### src/hw/rtl/mbd_pkg.sv
// Package with the shared constants and types of the button debouncer.
package mbd_pkg;

	localparam int NUM_BUTTONS_DEF = 4;
	localparam int DELAY_WIDTH_DEF = 16;

	localparam int CFG_INDEX_W = 4;
	localparam int CFG_DATA_W  = 16;

	localparam logic [CFG_INDEX_W-1:0] REG_PRESS_DELAY   = CFG_INDEX_W'(0);
	localparam logic [CFG_INDEX_W-1:0] REG_RELEASE_DELAY = CFG_INDEX_W'(1);

	localparam logic [CFG_DATA_W-1:0] PRESS_DELAY_RST   = CFG_DATA_W'(20);
	localparam logic [CFG_DATA_W-1:0] RELEASE_DELAY_RST = CFG_DATA_W'(100);

	typedef struct packed {
		logic down_next;
		logic confirm;
	} btn_status_t;

endpackage

### src/hw/rtl/mbd_item_if.sv
// Input channel of the button debouncer: one beat carries a tick, the pins and a read.
interface mbd_item_if #(
	parameter int NUM_BUTTONS = mbd_pkg::NUM_BUTTONS_DEF
);
	logic                   valid;
	logic                   ready;
	logic                   tick;
	logic [NUM_BUTTONS-1:0] pins;
	logic                   read_strobe;

	modport source (output valid, output tick, output pins, output read_strobe, input ready);
	modport sink (input valid, input tick, input pins, input read_strobe, output ready);
endinterface

### src/hw/rtl/mbd_result_if.sv
// Result channel of the button debouncer: one beat per accepted input beat.
interface mbd_result_if #(
	parameter int NUM_BUTTONS = mbd_pkg::NUM_BUTTONS_DEF
);
	logic                   valid;
	logic                   ready;
	logic [NUM_BUTTONS-1:0] read_data;
	logic                   read_ready;
	logic                   event_flag;
	logic [NUM_BUTTONS-1:0] pressed_mask;

	modport source (output valid, output read_data, output read_ready, output event_flag,
		output pressed_mask, input ready);
	modport sink (input valid, input read_data, input read_ready, input event_flag,
		input pressed_mask, output ready);
endinterface

### src/hw/rtl/mbd_cfg_if.sv
// Configuration write channel of the button debouncer.
interface mbd_cfg_if;
	import mbd_pkg::*;

	logic                   valid;
	logic                   ready;
	logic [CFG_INDEX_W-1:0] index;
	logic [CFG_DATA_W-1:0]  data;

	modport source (output valid, output index, output data, input ready);
	modport sink (input valid, input index, input data, output ready);
endinterface

### src/hw/rtl/mbd_button.sv
// State machine and tick countdown of one debounced button.
module mbd_button #(
	parameter int DELAY_WIDTH = mbd_pkg::DELAY_WIDTH_DEF
) (
	input  logic                   clk,
	input  logic                   arst_n,
	input  logic                   step,
	input  logic                   tick,
	input  logic                   level,
	input  logic                   prev_level,
	input  logic [DELAY_WIDTH-1:0] press_load,
	input  logic [DELAY_WIDTH-1:0] release_load,
	output mbd_pkg::btn_status_t   status
);
	import mbd_pkg::*;

	typedef enum logic [1:0] {
		BTN_UP,
		BTN_DOWN,
		BTN_UNCERTAIN
	} btn_state_t;

	btn_state_t             state_q;
	btn_state_t             state_d;
	logic [DELAY_WIDTH-1:0] count_q;
	logic [DELAY_WIDTH-1:0] count_d;
	logic [DELAY_WIDTH-1:0] count_dec;
	logic                   confirm;

	assign count_dec = count_q - DELAY_WIDTH'(1);

	always_comb begin
		state_d = state_q;
		count_d = count_q;
		confirm = 1'b0;
		if (tick && (count_q != '0)) begin
			count_d = count_dec;
			if (count_dec == '0) begin
				if (!level) begin
					if (state_q == BTN_UNCERTAIN) begin
						state_d = BTN_DOWN;
						confirm = 1'b1;
					end
					count_d = release_load;
				end else begin
					state_d = BTN_UP;
				end
			end
		end
		if (prev_level && !level && (state_d == BTN_UP)) begin
			state_d = BTN_UNCERTAIN;
			count_d = press_load;
		end
	end

	assign status.down_next = (state_d == BTN_DOWN);
	assign status.confirm   = confirm;

	always_ff @(posedge clk or negedge arst_n) begin
		if (!arst_n) begin
			state_q <= BTN_UP;
			count_q <= '0;
		end else if (step) begin
			state_q <= state_d;
			count_q <= count_d;
		end
	end
endmodule

### src/hw/rtl/multi_button_debouncer.sv
// Top level of the multi-button debouncer with its input and result registers.
// An accepted input beat goes to the input register, then the result register.
// Throughput is one beat per cycle, one pass of the button logic, unless stalled.
// Reset puts every button up with its countdown disarmed and clears the pending event.
// Reset also sets the previous pins to released and the delays to 20 and 100 ticks.
module multi_button_debouncer #(
	parameter int NUM_BUTTONS = mbd_pkg::NUM_BUTTONS_DEF,
	parameter int DELAY_WIDTH = mbd_pkg::DELAY_WIDTH_DEF
) (
	input logic         clk,
	input logic         arst_n,
	mbd_item_if.sink    item,
	mbd_result_if.source result,
	mbd_cfg_if.sink     cfg
);
	import mbd_pkg::*;

	function automatic logic [DELAY_WIDTH-1:0] load_value(input logic [CFG_DATA_W-1:0] d);
		logic [DELAY_WIDTH-1:0] v;
		if (d == '0) begin
			v = DELAY_WIDTH'(1);
		end else if ((d >> DELAY_WIDTH) != '0) begin
			v = '1;
		end else begin
			v = DELAY_WIDTH'(d);
		end
		return v;
	endfunction

	logic [DELAY_WIDTH-1:0] press_load_q;
	logic [DELAY_WIDTH-1:0] release_load_q;

	logic                   valid_s1;
	logic                   tick_s1;
	logic [NUM_BUTTONS-1:0] pins_s1;
	logic                   strobe_s1;

	logic [NUM_BUTTONS-1:0] prev_pins_q;
	logic                   event_q;

	logic                   out_valid_q;
	logic [NUM_BUTTONS-1:0] read_data_q;
	logic                   read_ready_q;
	logic                   event_flag_q;
	logic [NUM_BUTTONS-1:0] mask_q;

	logic                   advance;
	btn_status_t            status [NUM_BUTTONS];
	logic [NUM_BUTTONS-1:0] mask_next;
	logic [NUM_BUTTONS-1:0] confirms;
	logic                   event_raised;
	logic                   read_hit;

	assign cfg.ready = 1'b1;

	always_ff @(posedge clk or negedge arst_n) begin
		if (!arst_n) begin
			press_load_q   <= load_value(PRESS_DELAY_RST);
			release_load_q <= load_value(RELEASE_DELAY_RST);
		end else if (cfg.valid) begin
			case (cfg.index)
				REG_PRESS_DELAY:   press_load_q   <= load_value(cfg.data);
				REG_RELEASE_DELAY: release_load_q <= load_value(cfg.data);
				default: ;
			endcase
		end
	end

	assign advance    = valid_s1 && (!out_valid_q || result.ready);
	assign item.ready = !valid_s1 || advance;

	always_ff @(posedge clk or negedge arst_n) begin
		if (!arst_n) begin
			valid_s1 <= 1'b0;
		end else if (item.valid && item.ready) begin
			valid_s1 <= 1'b1;
		end else if (advance) begin
			valid_s1 <= 1'b0;
		end
	end

	always_ff @(posedge clk) begin
		if (item.valid && item.ready) begin
			tick_s1   <= item.tick;
			pins_s1   <= item.pins;
			strobe_s1 <= item.read_strobe;
		end
	end

	for (genvar i = 0; i < NUM_BUTTONS; i++) begin : g_btn
		mbd_button #(
			.DELAY_WIDTH(DELAY_WIDTH)
		) u_button (
			.clk         (clk),
			.arst_n      (arst_n),
			.step        (advance),
			.tick        (tick_s1),
			.level       (pins_s1[i]),
			.prev_level  (prev_pins_q[i]),
			.press_load  (press_load_q),
			.release_load(release_load_q),
			.status      (status[i])
		);
		assign mask_next[i] = status[i].down_next;
		assign confirms[i]  = status[i].confirm;
	end

	assign event_raised = event_q || (|confirms);
	assign read_hit     = strobe_s1 && event_raised;

	always_ff @(posedge clk or negedge arst_n) begin
		if (!arst_n) begin
			prev_pins_q <= '1;
			event_q     <= 1'b0;
		end else if (advance) begin
			prev_pins_q <= pins_s1;
			event_q     <= event_raised && !read_hit;
		end
	end

	always_ff @(posedge clk or negedge arst_n) begin
		if (!arst_n) begin
			out_valid_q <= 1'b0;
		end else if (advance) begin
			out_valid_q <= 1'b1;
		end else if (result.ready) begin
			out_valid_q <= 1'b0;
		end
	end

	always_ff @(posedge clk) begin
		if (advance) begin
			read_data_q  <= read_hit ? mask_next : '0;
			read_ready_q <= read_hit;
			event_flag_q <= event_raised && !read_hit;
			mask_q       <= mask_next;
		end
	end

	assign result.valid        = out_valid_q;
	assign result.read_data    = read_data_q;
	assign result.read_ready   = read_ready_q;
	assign result.event_flag   = event_flag_q;
	assign result.pressed_mask = mask_q;
endmodule

### src/flat_wrapper.sv
// flat-port wrapper written by rule: the top's interface ports become plain ports
module multi_button_debouncer_flat import mbd_pkg::*;
#(
	parameter int NUM_BUTTONS = mbd_pkg::NUM_BUTTONS_DEF,
	parameter int DELAY_WIDTH = mbd_pkg::DELAY_WIDTH_DEF
)
  (clk, arst_n, item_valid, item_tick, item_pins, item_read_strobe, item_ready, result_valid, result_read_data, result_read_ready, result_event_flag, result_pressed_mask, result_ready, cfg_valid, cfg_index, cfg_data, cfg_ready);
  mbd_item_if #(.NUM_BUTTONS(NUM_BUTTONS)) item_i ();
  mbd_result_if #(.NUM_BUTTONS(NUM_BUTTONS)) result_i ();
  mbd_cfg_if cfg_i ();
  input logic clk;
  input logic arst_n;
  input wire logic [$bits(item_i.valid)-1:0] item_valid;
  input wire logic [$bits(item_i.tick)-1:0] item_tick;
  input wire logic [$bits(item_i.pins)-1:0] item_pins;
  input wire logic [$bits(item_i.read_strobe)-1:0] item_read_strobe;
  output wire logic [$bits(item_i.ready)-1:0] item_ready;
  output wire logic [$bits(result_i.valid)-1:0] result_valid;
  output wire logic [$bits(result_i.read_data)-1:0] result_read_data;
  output wire logic [$bits(result_i.read_ready)-1:0] result_read_ready;
  output wire logic [$bits(result_i.event_flag)-1:0] result_event_flag;
  output wire logic [$bits(result_i.pressed_mask)-1:0] result_pressed_mask;
  input wire logic [$bits(result_i.ready)-1:0] result_ready;
  input wire logic [$bits(cfg_i.valid)-1:0] cfg_valid;
  input wire logic [$bits(cfg_i.index)-1:0] cfg_index;
  input wire logic [$bits(cfg_i.data)-1:0] cfg_data;
  output wire logic [$bits(cfg_i.ready)-1:0] cfg_ready;
  assign item_i.valid = item_valid;
  assign item_i.tick = item_tick;
  assign item_i.pins = item_pins;
  assign item_i.read_strobe = item_read_strobe;
  assign item_ready = item_i.ready;
  assign result_valid = result_i.valid;
  assign result_read_data = result_i.read_data;
  assign result_read_ready = result_i.read_ready;
  assign result_event_flag = result_i.event_flag;
  assign result_pressed_mask = result_i.pressed_mask;
  assign result_i.ready = result_ready;
  assign cfg_i.valid = cfg_valid;
  assign cfg_i.index = cfg_index;
  assign cfg_i.data = cfg_data;
  assign cfg_ready = cfg_i.ready;
  multi_button_debouncer #(.NUM_BUTTONS(NUM_BUTTONS), .DELAY_WIDTH(DELAY_WIDTH)) u_core (.clk(clk), .arst_n(arst_n), .item(item_i), .result(result_i), .cfg(cfg_i));
endmodule
### config.mk
export PLATFORM = sky130hd
export DESIGN_NAME = multi_button_debouncer_flat
export DESIGN_NICKNAME = d
export VERILOG_FILES = /design/src/hw/rtl/mbd_pkg.sv /design/src/hw/rtl/mbd_item_if.sv /design/src/hw/rtl/mbd_result_if.sv /design/src/hw/rtl/mbd_cfg_if.sv /design/src/hw/rtl/mbd_button.sv /design/src/hw/rtl/multi_button_debouncer.sv /design/src/flat_wrapper.sv
export SDC_FILE = /design/constraint.sdc
export NUM_CORES = 1
export LEC_CHECK = 0
export BUFFER_PORTS_ARGS = -buffer_cell sky130_fd_sc_hd__buf_4
export CORE_UTILIZATION = 50
export DETAILED_ROUTE_END_ITERATION = 10
export PLACE_DENSITY = 0.66
export RECOVER_POWER = 100
export REMOVE_ABC_BUFFERS = 1
export SYNTH_ARGS = -nofsm -noshare
export SYNTH_HDL_FRONTEND = slang
export SYNTH_SLANG_ARGS = --single-unit
### constraint.sdc
create_clock -name clk -period 4 [get_ports clk]
set_input_delay 0.2 -clock clk [delete_from_list [all_inputs] [get_ports clk]]
set_output_delay 0.2 -clock clk [all_outputs]
set_load 0.01 [all_outputs]
==> impl_results.md <==
- GPL Wtd Cong: 0.945
- Peak VDD IR: 0.431 mV
- Top-level port count: 44
- Clk_skew: 0.00992 ns
- Synthesized instance count: 890
- Number of CTS-inserted buffers: 17
- Initial Util: 51.3%
- Tightest Pin Transition: 1.25 ns
- Critical path launch point type: register
- Slew Viols, Final: 0
- I/O Buffers: 42
- Drt drc: 0
- Final Cell Area: 8900 sq um
- Post-Syn Area: 7800 sq um
- WL final: 24,900 microns
- CP Data Required Time: 4.25 ns
- Clk pin slew, worst setup/hold paths: 0.06 ns
- Yosys warns: 0
- WHS: 0.0221 ns
- Final nets: 975
- CP endpoint kind: register
- Most used routing layer: met2
- Vias in the first global route: 6,968
- Row cnt: 45
- Min Clock Period, post-route: 3.74 ns
- Global-route usage over all layers: 31.8%
- Area Growth Syn to Fin: 14.1%
- Worst slew margin: 16.9%
- Static Leak: 3.56 nW
- Clock Path Buffers: 2
- Met3 GRT Util: 5.27%
- Async S/R FF share, synth: 87.4%
- Largest net degree at the start of global routing: 49
- H-tree Lvls: 4
- Sink Count: 127
- Pre-antenna DRT Iters: 5
- CTS tree: built
- Post-CTS Resized: 0
- DR WL/cell: 22.0 microns
- Drt first-iter violations: 872
- Global-route wire length before repair: 38,400 microns
- Max cap viols: 0
- Post-detail-place hpwl: 16,700 microns
- Final WS setup: 0.258 ns
- Antenna fix cells: 0
- Kind of critical path: reg2reg
- Die Width: 127 microns
- Tightest Hold Check Type: in2reg
- Period utilization: 93.5%
- GRT overflow: 0
- Setup violators final: 0
- Drt via density: 6.61
- Place WS: 0.409 ns
- Critical Path AT: 3.99 ns
- Die area: 16,100 sq um
- Cell Pwr Density: 667 nW/um^2
- Post-synth EDFFs: 16
- Via count: 7,487
- Final ANT Viol Nets: 0
- Share of layout cells above drive strength 1: 14.2%
- Status: finished, final reports clean
- Total core area: 15,200 sq um
- Clock Latency Late Sink: 0.43 ns
- RSZ-0062 raised after global routing: no
- Syn avg cell area: 8.77 sq um
- CTS Root Cell: clkbuf_16
- Met2 Use GR: 50.6%
- F_max: 267 MHz
- Register bit total from synthesis: 127
- Area after DPL: 8350 sq um
- Worst-path maximum fanout: 7
- Synth cell types: 74
- GRT met1 Usage: 42.4%
- Top FF cell, synth: dfrtp_1
- Hold Vio Cnt, Final: 0
- Die height: 127 microns
- Setup TNS: 0 ns
- Initial antenna violation count: 0
- Post-synthesis sequential area ratio: 41.9%
- Final core occ: 58.6%
==> state kept, by name (all words and copies together), names as in the netlist, 4 cells and up <==
| signal | cells |
|---|---|
| u_core.g_btn.u_button.count_q | 64 |
| u_core.press_load_q | 16 |
| u_core.release_load_q | 16 |
| u_core.g_btn.u_button.state_q | 8 |
| u_core.pins_s1 | 4 |
| u_core.prev_pins_q | 4 |
| u_core.result.pressed_mask | 4 |
| u_core.result.read_data | 4 |
==> what timing repair did <==
action	4_1_cts	5_1_grt
hold endpoints to repair	26	0
buffers inserted	0	0
hold buffers	8	0
==> Yosys cell counts (5+ instances only) <==
cell | instances | area (sq um)
inv_1 | 25 | 93.8
clkbuf_1 | 45 | 169
o31ai_1 | 5 | 37.5
nand4_1 | 10 | 62.6
dfstp_2 | 9 | 236
a21oi_1 | 85 | 425
edfxtp_1 | 16 | 480
a41o_1 | 6 | 60.1
nand3b_1 | 8 | 60.1
a31oi_1 | 9 | 56.3
o211ai_1 | 5 | 37.5
nor4b_1 | 7 | 61.3
xnor2_1 | 10 | 87.6
ha_1 | 12 | 150
nand3_1 | 32 | 160
nand2b_1 | 14 | 87.6
mux2_2 | 30 | 338
nor4_1 | 24 | 150
a211o_1 | 5 | 43.8
nand2_1 | 83 | 312
dfrtp_1 | 102 | 2550
o22a_1 | 5 | 43.8
a2111oi_0 | 9 | 78.8
or4_1 | 9 | 67.6
a211oi_1 | 20 | 150
or3_1 | 8 | 50.1
nor2_1 | 64 | 240
xor2_1 | 10 | 87.6
a2bb2oi_1 | 7 | 61.3
nor3b_1 | 7 | 52.6
o21ai_0 | 73 | 365
nor3_1 | 46 | 230
o22ai_1 | 16 | 100
==> per-layer routing <==
layer  wire, microns  up-vias
li1                -     3434
met1           10700     3664
met2           11500      332
met3            1790       57
met4             934        0
met5               0        -
==> metrics by stage <==
stage | power (mW) | std cells
3_5_place_dp | 4.36 | 1093
4_1_cts | 5.91 | 1133
6_report | 5.94 | 1133
3_3_place_gp | 4.28 | 1093
2_1_floorplan | 3.58 | 835
5_1_grt | 6.26 | 1133
==> cell type report <==
type,count,area (sq um)
clock buffers,18,450
clock inverters,14,131
fillers,1331,6300
inverters,25,93.8
multi-input cells,683,4210
flip-flops and latches,127,3270
well taps,188,235
repair buffers,78,519
==> where the power goes <==
group          internal [mW]  switching [mW]
Sequential              1.70           0.742
Clock                  0.901           0.636
Combinational          0.870            1.10
Total                   3.47            2.47
==> cells in the final DEF (no fill, tap or decap), types with 12 or more instances in the layout <==
cell         n
nand2b_1    14
nor3_1      46
o21ai_0     73
inv_1       25
o22ai_1     16
buf_4       39
mux2_2      30
clkbuf_16   18
dfrtp_1    102
clkbuf_1    21
a21oi_1     85
edfxtp_1    16
nor2_1      64
a211oi_1    21
nand3_1     32
nor4_1      24
ha_1        12
nand2_1     83
==> kinds of logic after synthesis <==
kind of cell    synth area share [%]
compound gates                  21.8
mux                             4.84
other cells                   0.0481
xor+xnor                        2.25
buf+inv                         4.07
simple gates                    23.1
fa+ha+maj                       1.92
flops                           41.9
==> final timing paths <==
| path | start | endpoint | slack, ns | depth (start not counted) |
|---|---|---|---|---|
| max in group asynchronous | arst_n | u_core.g_btn[2].u_button.count_q[14]$_DFFE_PN0P_ | 1.65 | 3 |
| min reg2reg | u_core.prev_pins_q[2]$_DFFE_PN1P_ | u_core.prev_pins_q[2]$_DFFE_PN1P_ | 0.46 | 2 |
| min | cfg_data[7] | u_core.release_load_q[7]$_DFFE_PN0P_ | 0.02 | 2 |
| min in group asynchronous | arst_n | u_core.g_btn[3].u_button.state_q[1]$_DFFE_PN0P_ | 0.53 | 2 |
| max | u_core.g_btn[3].u_button.count_q[0]$_DFFE_PN0P_ | u_core.result.read_data[1]$_SDFFCE_PN0P_ | 0.26 | 10 |
| max reg2reg | u_core.g_btn[3].u_button.count_q[0]$_DFFE_PN0P_ | u_core.result.read_data[1]$_SDFFCE_PN0P_ | 0.26 | 10 |
==> critical path: stages (launching register included) <==
cell	delay (ns)
dfrtp_1	0.42
inv_1	0.12
ha_1	0.24
or3b_2	0.50
or4_1	0.48
nand2_1	0.14
nand4_1	0.10
nor4b_1	0.88
a31oi_1	0.21
and3_1	0.27
a211oi_1	0.22
(Power assumes the default switching activity.)
